--- src/hdl/ddps_pkg.sv ---
// Shared types, constants and the quarter-wave cosine lookup for the powder-sum block.
`timescale 1ns / 1ps
package ddps_pkg;

  // Frequency scale, about 1000 * 2^39 / (2 pi), split for two narrow multiplies.
  localparam logic [63:0] FREQ_SCALE = 64'd87496355273783;
  localparam logic [23:0] FS_LO = 24'(FREQ_SCALE % 64'd16777216);
  localparam logic [22:0] FS_HI = 23'(FREQ_SCALE / 64'd16777216);
  localparam logic [15:0] CC_RESET = 16'd41738;

  // Widths of the datapath.
  localparam int NUM_W = 63;
  localparam int DEN_W = 48;
  localparam int FP_W = 53;
  localparam int SUM_W = 23;

  // One divider stage's payload.
  typedef struct packed {
    logic [NUM_W-1:0] num;
    logic [DEN_W-1:0] den;
    logic [DEN_W-1:0] rem;
    logic [NUM_W-1:0] quo;
    logic [15:0]      tp;
    logic             inv;
  } div_t;

  // Payload handed from one bin cell to the next.
  typedef struct packed {
    logic [FP_W-1:0]         fp;
    logic signed [SUM_W-1:0] sum;
    logic                    inv;
  } cell_bus_t;

  // cos(i * pi / 512) in Q1.14, i = 0..256.
  localparam logic [14:0] QCOS [257] = '{
    16384, 16384, 16383, 16382, 16379, 16376, 16372, 16368, 16364, 16358,
    16353, 16346, 16339, 16331, 16323, 16314, 16305, 16294, 16284, 16272,
    16260, 16248, 16234, 16221, 16206, 16191, 16175, 16159, 16142, 16125,
    16107, 16088, 16069, 16049, 16028, 16007, 15985, 15963, 15940, 15917,
    15893, 15868, 15842, 15817, 15790, 15763, 15735, 15707, 15678, 15649,
    15618, 15588, 15557, 15525, 15492, 15459, 15426, 15392, 15357, 15322,
    15286, 15249, 15212, 15175, 15137, 15098, 15059, 15019, 14978, 14937,
    14896, 14854, 14811, 14768, 14724, 14680, 14635, 14589, 14543, 14497,
    14449, 14402, 14354, 14305, 14256, 14206, 14155, 14104, 14053, 14001,
    13949, 13896, 13842, 13788, 13733, 13678, 13623, 13567, 13510, 13453,
    13395, 13337, 13279, 13219, 13160, 13100, 13039, 12978, 12916, 12854,
    12792, 12729, 12665, 12601, 12537, 12472, 12406, 12340, 12274, 12207,
    12140, 12072, 12004, 11935, 11866, 11797, 11727, 11656, 11585, 11514,
    11442, 11370, 11297, 11224, 11151, 11077, 11003, 10928, 10853, 10778,
    10702, 10625, 10549, 10471, 10394, 10316, 10238, 10159, 10080, 10001,
     9921,  9841,  9760,  9679,  9598,  9516,  9434,  9352,  9269,  9186,
     9102,  9019,  8935,  8850,  8765,  8680,  8595,  8509,  8423,  8337,
     8250,  8163,  8076,  7988,  7900,  7812,  7723,  7635,  7545,  7456,
     7366,  7276,  7186,  7096,  7005,  6914,  6823,  6731,  6639,  6547,
     6455,  6363,  6270,  6177,  6084,  5990,  5897,  5803,  5708,  5614,
     5520,  5425,  5330,  5235,  5139,  5044,  4948,  4852,  4756,  4660,
     4563,  4467,  4370,  4273,  4176,  4078,  3981,  3883,  3786,  3688,
     3590,  3492,  3393,  3295,  3197,  3098,  2999,  2900,  2801,  2702,
     2603,  2503,  2404,  2305,  2205,  2105,  2006,  1906,  1806,  1706,
     1606,  1506,  1406,  1306,  1205,  1105,  1005,   904,   804,   704,
      603,   503,   402,   302,   201,   101,     0
  };

  // Cosine of a phase in unsigned Q0.32 turns, rounded to 1024 steps per turn.
  function automatic logic signed [15:0] cos_turns(input logic [31:0] turns);
    logic [10:0] rnd;
    logic [9:0]  idx;
    logic [8:0]  r;
    logic [8:0]  rc;
    logic signed [15:0] a;
    logic signed [15:0] b;
    rnd = turns[31:21] + 11'd1;
    idx = rnd[10:1];
    r   = {1'b0, idx[7:0]};
    rc  = 9'd256 - r;
    a   = $signed({1'b0, QCOS[r]});
    b   = $signed({1'b0, QCOS[rc]});
    case (idx[9:8])
      2'd0:    cos_turns = a;
      2'd1:    cos_turns = -b;
      2'd2:    cos_turns = -a;
      default: cos_turns = b;
    endcase
  endfunction

endpackage

--- src/hdl/ddps_div_stage.sv ---
// One restoring divider stage: retires one quotient bit per cycle while en is high.
`timescale 1ns / 1ps
module ddps_div_stage
  import ddps_pkg::*;
(
  input  logic clk,
  input  logic rst,
  input  logic en,
  input  logic vin,
  input  div_t din,
  output logic vout,
  output div_t dout
);

  logic [DEN_W:0] trial;
  logic [DEN_W:0] diff;
  logic           ge;
  div_t           nxt;

  // Shift in the next numerator bit and subtract the divisor when it fits.
  always_comb begin
    trial = {din.rem, din.num[NUM_W-1]};
    diff  = trial - {1'b0, din.den};
    ge    = trial >= {1'b0, din.den};
    nxt     = din;
    nxt.num = {din.num[NUM_W-2:0], 1'b0};
    nxt.rem = ge ? diff[DEN_W-1:0] : trial[DEN_W-1:0];
    nxt.quo = {din.quo[NUM_W-2:0], ge};
  end

  always_ff @(posedge clk) begin
    if (rst) begin
      vout <= 1'b0;
    end else if (en) begin
      vout <= vin;
    end
  end

  always_ff @(posedge clk) begin
    if (en) begin
      dout <= nxt;
    end
  end

endmodule

--- config.mk ---
export PLATFORM = sky130hd
export DESIGN_NAME = ddps_div_stage
export DESIGN_NICKNAME = d
export VERILOG_FILES = /design/src/hdl/ddps_pkg.sv /design/src/hdl/ddps_div_stage.sv
export SDC_FILE = /design/constraint.sdc
export NUM_CORES = 1
export LEC_CHECK = 0
export ABC_CLOCK_PERIOD_IN_PS = 7600
export CORE_AREA = 5 5 185 187
export CTS_CLUSTER_DIAMETER = 120
export CTS_CLUSTER_SIZE = 20
export DETAILED_ROUTE_END_ITERATION = 16
export DIE_AREA = 0 0 190 192
export DONT_BUFFER_PORTS = 1
export PLACE_DENSITY = 0.45
export SETUP_SLACK_MARGIN = 0.1
export SLEW_MARGIN = 40
export SYNTH_ARGS = -nofsm -noshare
export SYNTH_HDL_FRONTEND = slang
export SYNTH_SLANG_ARGS = --single-unit
--- constraint.sdc ---
create_clock -name clk -period 7.6 [get_ports clk]
set_input_delay 0.76 -clock clk [delete_from_list [all_inputs] [get_ports clk]]
set_output_delay 0.76 -clock clk [all_outputs]
set_load 0.02 [all_outputs]
# Word level (Yosys, flattened, before mapping)
# Index checks and enable logic that the tools add are counted.
dict set report word_totals {
  in_bits 243
  ff_bits 239
  wordCells 10
  output_inout_bits 240
}
dict set report classes {
  muxes 1
  add_sub_neg 1
  order_cmp 1
}
# cell count
set op_table {}
lappend op_table {{greater-or-equal comparator 49 x 48 -> 1 bit} 1}
lappend op_table {{2-to-1 mux 48 bit} 1}
lappend op_table {{subtractor 48 bit} 1}

# Longest topological paths before layout
# Gate-level depths: netlist (run 1).
dict set report depth {
  ltp_word 2
  mapped_depth 14
  ltp_nobuf 12
}

# Worst setup path before layout (run 1)
# OpenSTA, ideal clock, no wires.
dict set report synth_path {
  path_type {input port to flip-flop}
  start {input din[238] in the netlist's numbering}
  end {register dout[126] in the netlist's numbering (data pin)}
  slack_ps 4130
  stages 12
  path_buffers 0
  setup_time_ps 260
  arrival_ps 3210
  t_required_ps 7340
  path_cell_list {inv_1 ha_1 fa_1 nand2b_1 a211o_1 a211o_1 a31oi_1 a21boi_1 o31a_1 a21oi_1 xor2_1 mux2_4}
}
# item line
set synth_rtl {}
lappend synth_rtl {{from (decl)} ddps_div_stage.sv:10} ;# input div_t din,
lappend synth_rtl {{to (signal assigned)} ddps_div_stage.sv:41} ;# dout <= nxt;
lappend synth_rtl {{to (decl)} ddps_div_stage.sv:12} ;# output div_t dout

==> results of run 1 <==
-- stage by stage --
stage | hold slack (ns) | worst slack [ns] | cells
floorplan | 0.579 | 4.13 | 768
global placement | 0.602 | 3.34 | 1187
detailed placement | 0.619 | 3.42 | 1188
CTS | 0.312 | 3.94 | 1211
global route | 0.312 | 3.75 | 1211
finish | 0.339 | 3.94 | 1212
-- sequential cells by signal, summed over array words and instances (netlist names) --
register,cells
dout,238
vout,1
-- final cells by class --
cell class,instances,area (µm²)
Clock buffer,22,402
Tap cell,442,553
Antenna cell,1,2.50
Clock inverter,1,8.76
Multi-Input combinational cell,442,3340
Inverter,64,240
Timing Repair Buffer,1,20.0
Sequential cell,239,7170
Fill cell,3116,20600
-- kinds of logic (layout without fill, tap and decap cells) --
group                    after synthesis  in the layout  share of synthesized area, %
XOR/XNOR                              43             43                          3.45
AND/OR/NAND/NOR                      138            138                          6.25
flip-flops                           239            239                          65.7
other                                  1              2                        0.0344
multiplexers                          51             51                          5.70
AO/OA/AOI/OAI                        160            160                          9.48
adder cells (fa/ha/maj)               49             49                          5.69
buffers and inverters                 87             88                          3.66
-- final timing paths --
kind	slack, ns	startpoint	cells after the start	to
hold reg to reg	0.63	vout	2	vout
hold / removal	0.34	rst	1	vout
setup reg to reg	6.85	vout	2	vout
setup / recovery	3.94	din[146]	11	dout[103]
-- metal layers --
metal	up-vias	wire (µm)	GRT usage [%]
met3	42	3080	6.65
li1	2854	-	-
met2	303	16400	28.9
met5	-	101	0
met1	3077	12100	18.6
met4	14	774	3.87
-- power groups by stage --
stage / clock (mW) / combinational, mW / sequential (mW)
after floorplan: 0 / 0.301 / 1.83
after global placement: 0 / 0.357 / 1.88
after detailed placement: 0 / 0.359 / 1.88
after CTS: 0.810 / 0.363 / 1.85
after global routing: 0.860 / 0.401 / 1.86
final: 0.773 / 0.362 / 1.85
-- synth_stat cells, types with 2 or more instances --
| master | count | share of area (%) |
|---|---|---|
| sky130_fd_sc_hd__edfxtp_1 | 238 | 66 |
| sky130_fd_sc_hd__inv_1 | 64 | 2.2 |
| sky130_fd_sc_hd__a21oi_1 | 50 | 2.3 |
| sky130_fd_sc_hd__ha_1 | 48 | 5.5 |
| sky130_fd_sc_hd__nor2_1 | 35 | 1.2 |
| sky130_fd_sc_hd__nand2_1 | 34 | 1.2 |
| sky130_fd_sc_hd__a21o_1 | 29 | 2.0 |
| sky130_fd_sc_hd__mux2_2 | 29 | 3.0 |
| sky130_fd_sc_hd__xnor2_1 | 29 | 2.3 |
| sky130_fd_sc_hd__o21ai_0 | 28 | 1.3 |
| sky130_fd_sc_hd__mux2_4 | 15 | 2.1 |
| sky130_fd_sc_hd__nand4_1 | 15 | 0.86 |
| sky130_fd_sc_hd__xor2_1 | 14 | 1.1 |
| sky130_fd_sc_hd__clkbuf_1 | 12 | 0.41 |
| sky130_fd_sc_hd__nand3_1 | 11 | 0.50 |
| sky130_fd_sc_hd__o21bai_1 | 10 | 0.69 |
| sky130_fd_sc_hd__nor3_1 | 9 | 0.41 |
| sky130_fd_sc_hd__a31oi_1 | 7 | 0.40 |
| sky130_fd_sc_hd__and3_1 | 7 | 0.40 |
| sky130_fd_sc_hd__mux2i_1 | 7 | 0.64 |
| sky130_fd_sc_hd__nand2b_1 | 6 | 0.34 |
| sky130_fd_sc_hd__and2_1 | 5 | 0.29 |
| sky130_fd_sc_hd__nor2b_1 | 5 | 0.29 |
| sky130_fd_sc_hd__a221oi_1 | 4 | 0.32 |
| sky130_fd_sc_hd__buf_2 | 4 | 0.18 |
| sky130_fd_sc_hd__nor4_1 | 4 | 0.23 |
| sky130_fd_sc_hd__o211ai_1 | 4 | 0.28 |
| sky130_fd_sc_hd__buf_12 | 3 | 0.55 |
| sky130_fd_sc_hd__buf_4 | 3 | 0.21 |
| sky130_fd_sc_hd__o21a_1 | 3 | 0.21 |
| sky130_fd_sc_hd__o31ai_1 | 3 | 0.21 |
| sky130_fd_sc_hd__a211o_1 | 2 | 0.16 |
| sky130_fd_sc_hd__a211oi_1 | 2 | 0.14 |
| sky130_fd_sc_hd__a221o_1 | 2 | 0.18 |
| sky130_fd_sc_hd__a31o_2 | 2 | 0.16 |
| sky130_fd_sc_hd__nand3_2 | 2 | 0.18 |
| sky130_fd_sc_hd__o21ai_1 | 2 | 0.092 |
| sky130_fd_sc_hd__o221a_2 | 2 | 0.21 |
-- placed cells by master (no fill, tap or decap), types with 4 or more instances in the layout --
cell / instances
sky130_fd_sc_hd__edfxtp_1: 238
sky130_fd_sc_hd__inv_1: 64
sky130_fd_sc_hd__a21oi_1: 50
sky130_fd_sc_hd__ha_1: 48
sky130_fd_sc_hd__nor2_1: 35
sky130_fd_sc_hd__nand2_1: 34
sky130_fd_sc_hd__a21o_1: 29
sky130_fd_sc_hd__mux2_2: 29
sky130_fd_sc_hd__xnor2_1: 29
sky130_fd_sc_hd__o21ai_0: 28
sky130_fd_sc_hd__nand4_1: 15
sky130_fd_sc_hd__mux2_4: 15
sky130_fd_sc_hd__clkbuf_16: 15
sky130_fd_sc_hd__xor2_1: 14
sky130_fd_sc_hd__nand3_1: 11
sky130_fd_sc_hd__o21bai_1: 10
sky130_fd_sc_hd__nor3_1: 9
sky130_fd_sc_hd__and3_1: 7
sky130_fd_sc_hd__a31oi_1: 7
sky130_fd_sc_hd__mux2i_1: 7
sky130_fd_sc_hd__clkbuf_1: 7
sky130_fd_sc_hd__nand2b_1: 6
sky130_fd_sc_hd__and2_1: 5
sky130_fd_sc_hd__nor2b_1: 5
sky130_fd_sc_hd__o211ai_1: 4
sky130_fd_sc_hd__nor4_1: 4
sky130_fd_sc_hd__a221oi_1: 4
==> parameters.txt, run 1 <==
Parameter                              Value

Status
  Outcome ... completed

Power
  Clk network pwr share ... 25.9%
  Leakage power ... 4.35 nW
  Peak VDD IR ... 0.152 mV
  Switching share of total power ... 27.8%
  Net Sw Power ... 0.828 mW
  Share of total power in combinational logic ... 12.1%
  Total Power Consumption ... 2.98 mW
  Internal Power ... 2.15 mW
  Portion of total power attributed to sequential cells ... 61.9%
  Power Density ... 254 nW/µm²

STA
  Fin crit share ... 48.1%
  Final clock skew ... 0 ns
  Endpoints failing hold ... 0
  Post-layout minimum cycle time ... 3.66 ns
  Unrepaired setup endpoints after global routing ... false
  Max_slew headroom ... 35.0%
  Max Freq ... 0.273 GHz
  Number of slew-limit violations in the final report ... 0
  Total of endpoints with negative setup slack in the final report ... 0
  Slew @ Worst Pin ... 0.974 ns
  Summed negative setup slack over all endpoints ... 0 ns

Floorplanning
  Die Y ... 192 µm
  Area of the core region ... 32,300 µm²
  Num rows ... 66
  X dimension of the die ... 190 µm
  Top-level port count ... 483
  Die area ... 36,500 µm²
  Initial standard-cell utilization of the core ... 33.8%

Placed design
  GPL Wtd Cong ... 0.829
  HPWL Detailed ... 26.3 mm
  Post-place instance area ... 11,300 µm²
  I/O Buffers ... 0

Clock tree
  H-tree levels ... 1
  Clock edge transition at the registers on the reported setup and hold paths ... 0.07 ns
  Clock insertion delay at the later pin of the skew report ... 0.49 ns
  Root cell of the clock tree ... sky130_fd_sc_hd__clkbuf_16
  Buffers from clock root to sink, at most ... 3
  CTS resizes ... 0
  TritonCTS clock tree ... built
  Number of setup buffers added after CTS ... 0
  CTS Hold Buffers Added ... 0
  Cts bufs inserted ... 15
  Clk sink count ... 239

Routing
  First-pass iteration count of the detailed router ... 5
  Number of routed nets with antenna violations ... 0
  Overall routed net length ... 32.5 mm
  Remaining design rule violation count ... 0
  Detailed-route via count ... 6,290
  Wire per inst ... 26.8 µm
  Drt via density ... 5.19
  DRC violation total after the first TritonRoute iteration ... 409

Synthesis
  Async set-or-reset flop fraction in the synthesized netlist ... 0%
  Predominant post-synthesis flop cell ... sky130_fd_sc_hd__edfxtp_1
  Mapped Avg Cell Area ... 14.2 µm²
  Distinct cell type count of the synthesized netlist ... 57
  Post-synthesis cell area ... 10,900 µm²
  Fraction of the yosys area taken by sequential cells ... 65.7%
  Number of enable flip-flop cells after synthesis ... 238
  Post-synthesis sequential element count ... 239
  Post-synthesis instance total ... 768
  Yosys warnings ... 0
  Number of nets produced by synthesis ... 1,060

Critical path
  Data arrival time at the worst-slack endpoint ... 3.89 ns
  Crit Path Max Fanout ... 26
  CP max stage cell ... sky130_fd_sc_hd__a31o_4
  CP Launch Type ... primary input
  Worst EP required ... 7.83 ns
  Classification of the worst setup path ... primary input to flop
  Cell type group with the largest total delay on the critical path ... compound AO/OA/AOI/OAI gates
  Bufs and invs on worst path ... 2
  Most numerous cell on the critical path ... sky130_fd_sc_hd__a221o_1
  Element type at the critical path end ... flop
  Worst stage delay on the critical path ... 0.41 ns
  Crit-path cells ... inv_1 -> ha_1 -> a21oi_1 -> o21bai_1 -> a221o_1 -> a221o_1 -> o21ai_2 -> a21o_1 -> a31o_4 -> buf_12 -> mux2_2

Global route
  Initial antenna violation count ... 9
  Number of global-route vias before repair ... 6,212
  Global-route wire length before repair ... 44.5 mm
  Total global routing overflow ... 0
  Total global routing track utilization ... 16.4%
  Pin count of the biggest net entering global routing ... 240

Run
  Max-capacitance violation count ... 0

Cells and area
  Final core utilization ... 36.3%
  Area of all placed cells without fillers ... 11,700 µm²
  Relative area change from synthesis to final layout ... 7.59%
  NumNets Final ... 1,055
  Share of post-route cells with drive strength above 1 ... 9.23%

Min path
  Type of the worst min-delay path ... primary input to flop
No activity file was read; power rests on OpenSTA's default activity.
==> run 2: changes to the inputs <==
- ABC_AREA: not set -> 1
- ABC_CLOCK_PERIOD_IN_PS: 7600 -> 3000
- CORE_AREA: 5 5 185 187 -> 5 5 186 188
- DIE_AREA: 0 0 190 192 -> 0 0 191 193
- PLACE_DENSITY: 0.45 -> 0.51
- clock period: 7.6 -> 3 ns (I/O delays scaled with it)
==> run 2 against run 1 <==
- the run now ends with negative hold slack left
- utilization grew 10 points
- critical endpoint is now dout[118]
- design area grew 30%
- synthesized cell count grew 80%
- critical path depth shrank 1
- die area grew 1.0%
- global-route usage grew 6.8 points
- total power grew to 2.7 times the previous value
- sequential share of layout area shrank 14 points
- non-clock buffer count grew 197
- clock skew is the same
- area after synthesis grew 14%
- largest power group unchanged
- clock power grew to 2.6 times the previous value
- highest routed layer unchanged
==> parameters.txt, run 2 <==
Parameter                              Value

Status
  Outcome ... complete, but fails checks
  Violations in the final reports ... negative hold slack

STA
  Post-layout minimum cycle time ... 1.99 ns
  Max Freq ... 0.502 GHz
  Fin crit share ... 66.4%
  Slew @ Worst Pin ... 1.08 ns (+0.103 ns)
  Max_slew headroom ... 28.2% (-6.9 points)
  Unrepaired setup endpoints after global routing ... false
  Summed negative setup slack over all endpoints ... 0 ns (unchanged)
  Final clock skew ... 0 ns (unchanged)
  Number of slew-limit violations in the final report ... 0 (unchanged)
  Total of endpoints with negative setup slack in the final report ... 0 (unchanged)
  Endpoints failing hold ... 7 (+7)
  Worst hold margin ... -0.0613 ns (-0.400 ns)

Critical path
  Most numerous cell on the critical path ... sky130_fd_sc_hd__nand2_1
  Bufs and invs on worst path ... 3 (+1)
  Reg2Reg Capture Point ... vout
  Data arrival time at the worst-slack endpoint ... 2.25 ns (-1.64 ns)
  Cell type group with the largest total delay on the critical path ... simple AND/OR/NAND/NOR gates
  Classification of the worst setup path ... primary input to flop
  Worst EP required ... 3.26 ns (-4.57 ns)
  Crit-path cells ... inv_1 -> ha_1 -> nand2_1 -> nor2_1 -> inv_2 -> nor3_2 -> nand3_2 -> buf_4 -> nand4_1 -> nand2_1
  Crit Path Max Fanout ... 48 (+85%)
  Element type at the critical path end ... flop
  CP max stage cell ... sky130_fd_sc_hd__ha_1
  Critical path launch point ... din[169]
  Critical register-to-register path startpoint ... vout
  Worst stage delay on the critical path ... 0.42 ns (about the same)
  Logic depth of the worst register-to-register path ... 3 (+1)
  CP Launch Type ... primary input
  Worst reg2reg setup slack ... 1.74 ns (-5.11 ns)

Synthesis
  Number of nets produced by synthesis ... 1,677 (+58%)
  Mapped Avg Cell Area ... 8.96 µm² (-37%)
  Largest cells by area after synthesis ... sky130_fd_sc_hd__edfxtp_1 (58%), sky130_fd_sc_hd__nand2_1 (16%), sky130_fd_sc_hd__inv_1 (8.2%)
  Most instantiated cells after synthesis ... sky130_fd_sc_hd__nand2_1 (519), sky130_fd_sc_hd__inv_1 (270), sky130_fd_sc_hd__edfxtp_1 (238), sky130_fd_sc_hd__nor2_1 (98), sky130_fd_sc_hd__nand4_1 (58)
  Post-synthesis cell area ... 12,400 µm² (+14%)
  Async set-or-reset flop fraction in the synthesized netlist ... 0% (unchanged)
  Predominant post-synthesis flop cell ... sky130_fd_sc_hd__edfxtp_1
  Post-synthesis sequential element count ... 239 (unchanged)
  Library cell with the largest summed area after synthesis ... sky130_fd_sc_hd__edfxtp_1
  Leading cell type by number of instances after synthesis ... sky130_fd_sc_hd__nand2_1
  Post-synth top area share ... 57.6% (-7.9 points)
  Distinct cell type count of the synthesized netlist ... 32 (-44%)
  Post-synthesis instance total ... 1,385 (+80%)
  Fraction of the yosys area taken by sequential cells ... 57.8% (-8.0 points)
  Number of enable flip-flop cells after synthesis ... 238 (unchanged)
  Yosys warnings ... 0 (unchanged)

Min path
  Min-delay src ... en
  Number of stages on the worst hold path ... 0 (-1)
  Type of the worst min-delay path ... primary input to flop
  Sink of the worst hold path ... dout[165]

Power
  Power Density ... 519 nW/µm² (+100%)
  Leakage power ... 7.03 nW (+62%)
  Peak VDD IR ... 0.413 mV (+170%)

Clock tree
  CTS Hold Buffers Added ... 191 (+191)
  Buffers from clock root to sink, at most ... 3 (unchanged)
  TritonCTS clock tree ... built
  Clock insertion delay at the later pin of the skew report ... 0.48 ns (about the same)
  Number of setup buffers added after CTS ... 0 (unchanged)
  H-tree levels ... 1 (unchanged)
  CTS resizes ... 0 (unchanged)
  Clock edge transition at the registers on the reported setup and hold paths ... 0.09 ns (+0.02 ns)
  Root cell of the clock tree ... sky130_fd_sc_hd__clkbuf_16
  Cts bufs inserted ... 15 (unchanged)
  Clk sink count ... 239 (unchanged)

Routing
  Drt via density ... 4.73 (-8.8%)
  Overall routed net length ... 45.0 mm (+39%)
  Number of routed nets with antenna violations ... 0 (unchanged)
  Detailed-route via count ... 9,611 (+53%)
  Remaining design rule violation count ... 0 (unchanged)
  DRC violation total after the first TritonRoute iteration ... 537 (+31%)
  Wire per inst ... 22.2 µm (-17%)
  First-pass iteration count of the detailed router ... 6 (+1)

Global route
  Initial antenna violation count ... 6 (-3)
  Number of global-route vias before repair ... 9,711 (+56%)
  Pin count of the biggest net entering global routing ... 240 (unchanged)
  Global-route wire length before repair ... 63.2 mm (+42%)
  Total global routing overflow ... 0 (unchanged)
  Total global routing track utilization ... 23.1% (+6.8 points)

Cells and area
  Top reg by flops ... dout
  Share of post-route cells with drive strength above 1 ... 2.91% (-6.3 points)
  Relative area change from synthesis to final layout ... 22.9%
  Largest registers ... dout: 238 flops, vout: 1 flops
  Highest-count cells in the layout ignoring fill and taps ... sky130_fd_sc_hd__nand2_1 (519), sky130_fd_sc_hd__inv_1 (270), sky130_fd_sc_hd__edfxtp_1 (238)
  Final core utilization ... 46.3% (+10 points)
  NumNets Final ... 1,871 (+77%)
  Most common cell after layout, fill and taps aside ... sky130_fd_sc_hd__nand2_1
  Max reg flops ... 238 (unchanged)
  Antenna diode count ... 0 (-1)

Floorplanning
  Top-level port count ... 483 (unchanged)
  X dimension of the die ... 191 µm (+0.53%)
  Initial standard-cell utilization of the core ... 37.7% (+3.9 points)
  Area of the core region ... 32,900 µm² (+2.0%)
  Num rows ... 67 (+1.5%)
  Die Y ... 193 µm (+0.52%)
  Die area ... 36,900 µm² (+1.0%)

Placed design
  I/O Buffers ... 0 (unchanged)
  HPWL Detailed ... 34.8 mm (+32%)
  GPL Wtd Cong ... 0.927 (+12%)

Run
  Max-capacitance violation count ... 0 (unchanged)
## run 2: cell count changes in the layout (fill, tap and decap cells not counted), sizes merged, moves of 34 or more
cell,change
nand4,+43
dlygate4sd3,+191
nand3,+34
nand2,+486
mux2,-44
nor2,+68
inv,+214
## run 2: stage by stage
stage | hold WS [ns] | cell area, µm² | instances | worst slack [ns] | power, mW
2_1_floorplan | 0.372 | 12400 | 1385 | 0.964 | 5.38
3_3_place_gp | 0.375 | 12900 | 1819 | 0.496 | 5.78
3_5_place_dp | 0.376 | 12900 | 1819 | 0.469 | 5.79
4_1_cts | -0.0883 | 15200 | 2031 | 1.01 | 8.00
5_1_grt | -0.102 | 15200 | 2031 | 0.786 | 8.31
6_report | -0.0613 | 15200 | 2031 | 1.01 | 7.91
## run 2: where the power goes
group          total [mW]  switching [mW]  internal, mW
clock                1.99            1.07         0.927
combinational        1.25           0.750         0.505
sequential           4.66           0.589          4.07
total                7.91            2.41          5.51
## run 2: layer usage
| metal | GRT usage (%) | routed length (µm) | part of all wire, % | vias up |
|---|---|---|---|---|
| li1 | - | - | - | 4763 |
| met1 | 27.6 | 17800 | 40 | 4449 |
| met2 | 40.4 | 21800 | 49 | 322 |
| met3 | 7.13 | 3730 | 8.3 | 65 |
| met4 | 7.15 | 1540 | 3.4 | 12 |
| met5 | 0 | 74 | 0.16 | - |
## run 2: kinds of logic (layout without fill, tap and decap cells)
family	count (synthesis)	count (layout)	synth area share, %
simple gates	738	738	24.5
mux	1	1	0.0807
buf+inv	300	498	9.43
compound gates	32	32	1.42
other cells	1	1	0.0302
fa+ha+maj	49	49	5.00
flops	239	239	57.8
xor+xnor	25	25	1.76
## run 2: worst max-delay path by stage
| stage | depth (start not counted) | to |
|---|---|---|
| 2_1_floorplan | 13 | dout[107] |
| 3_3_place_gp | 10 | dout[84] |
| 3_5_place_dp | 15 | dout[125] |
| 5_1_grt | 14 | dout[116] |
| 6_report | 10 | dout[118] |
| 4_1_cts | 15 | dout[115] |
## run 2: layout make-up
class | count | area, µm²
clock inverter | 1 | 8.76
sequential | 239 | 7170
inverter | 279 | 1050
fill | 3166 | 17700
timing repair buffer | 198 | 1990
tap | 448 | 561
clock buffer | 20 | 394
multi-input combinational | 846 | 4080
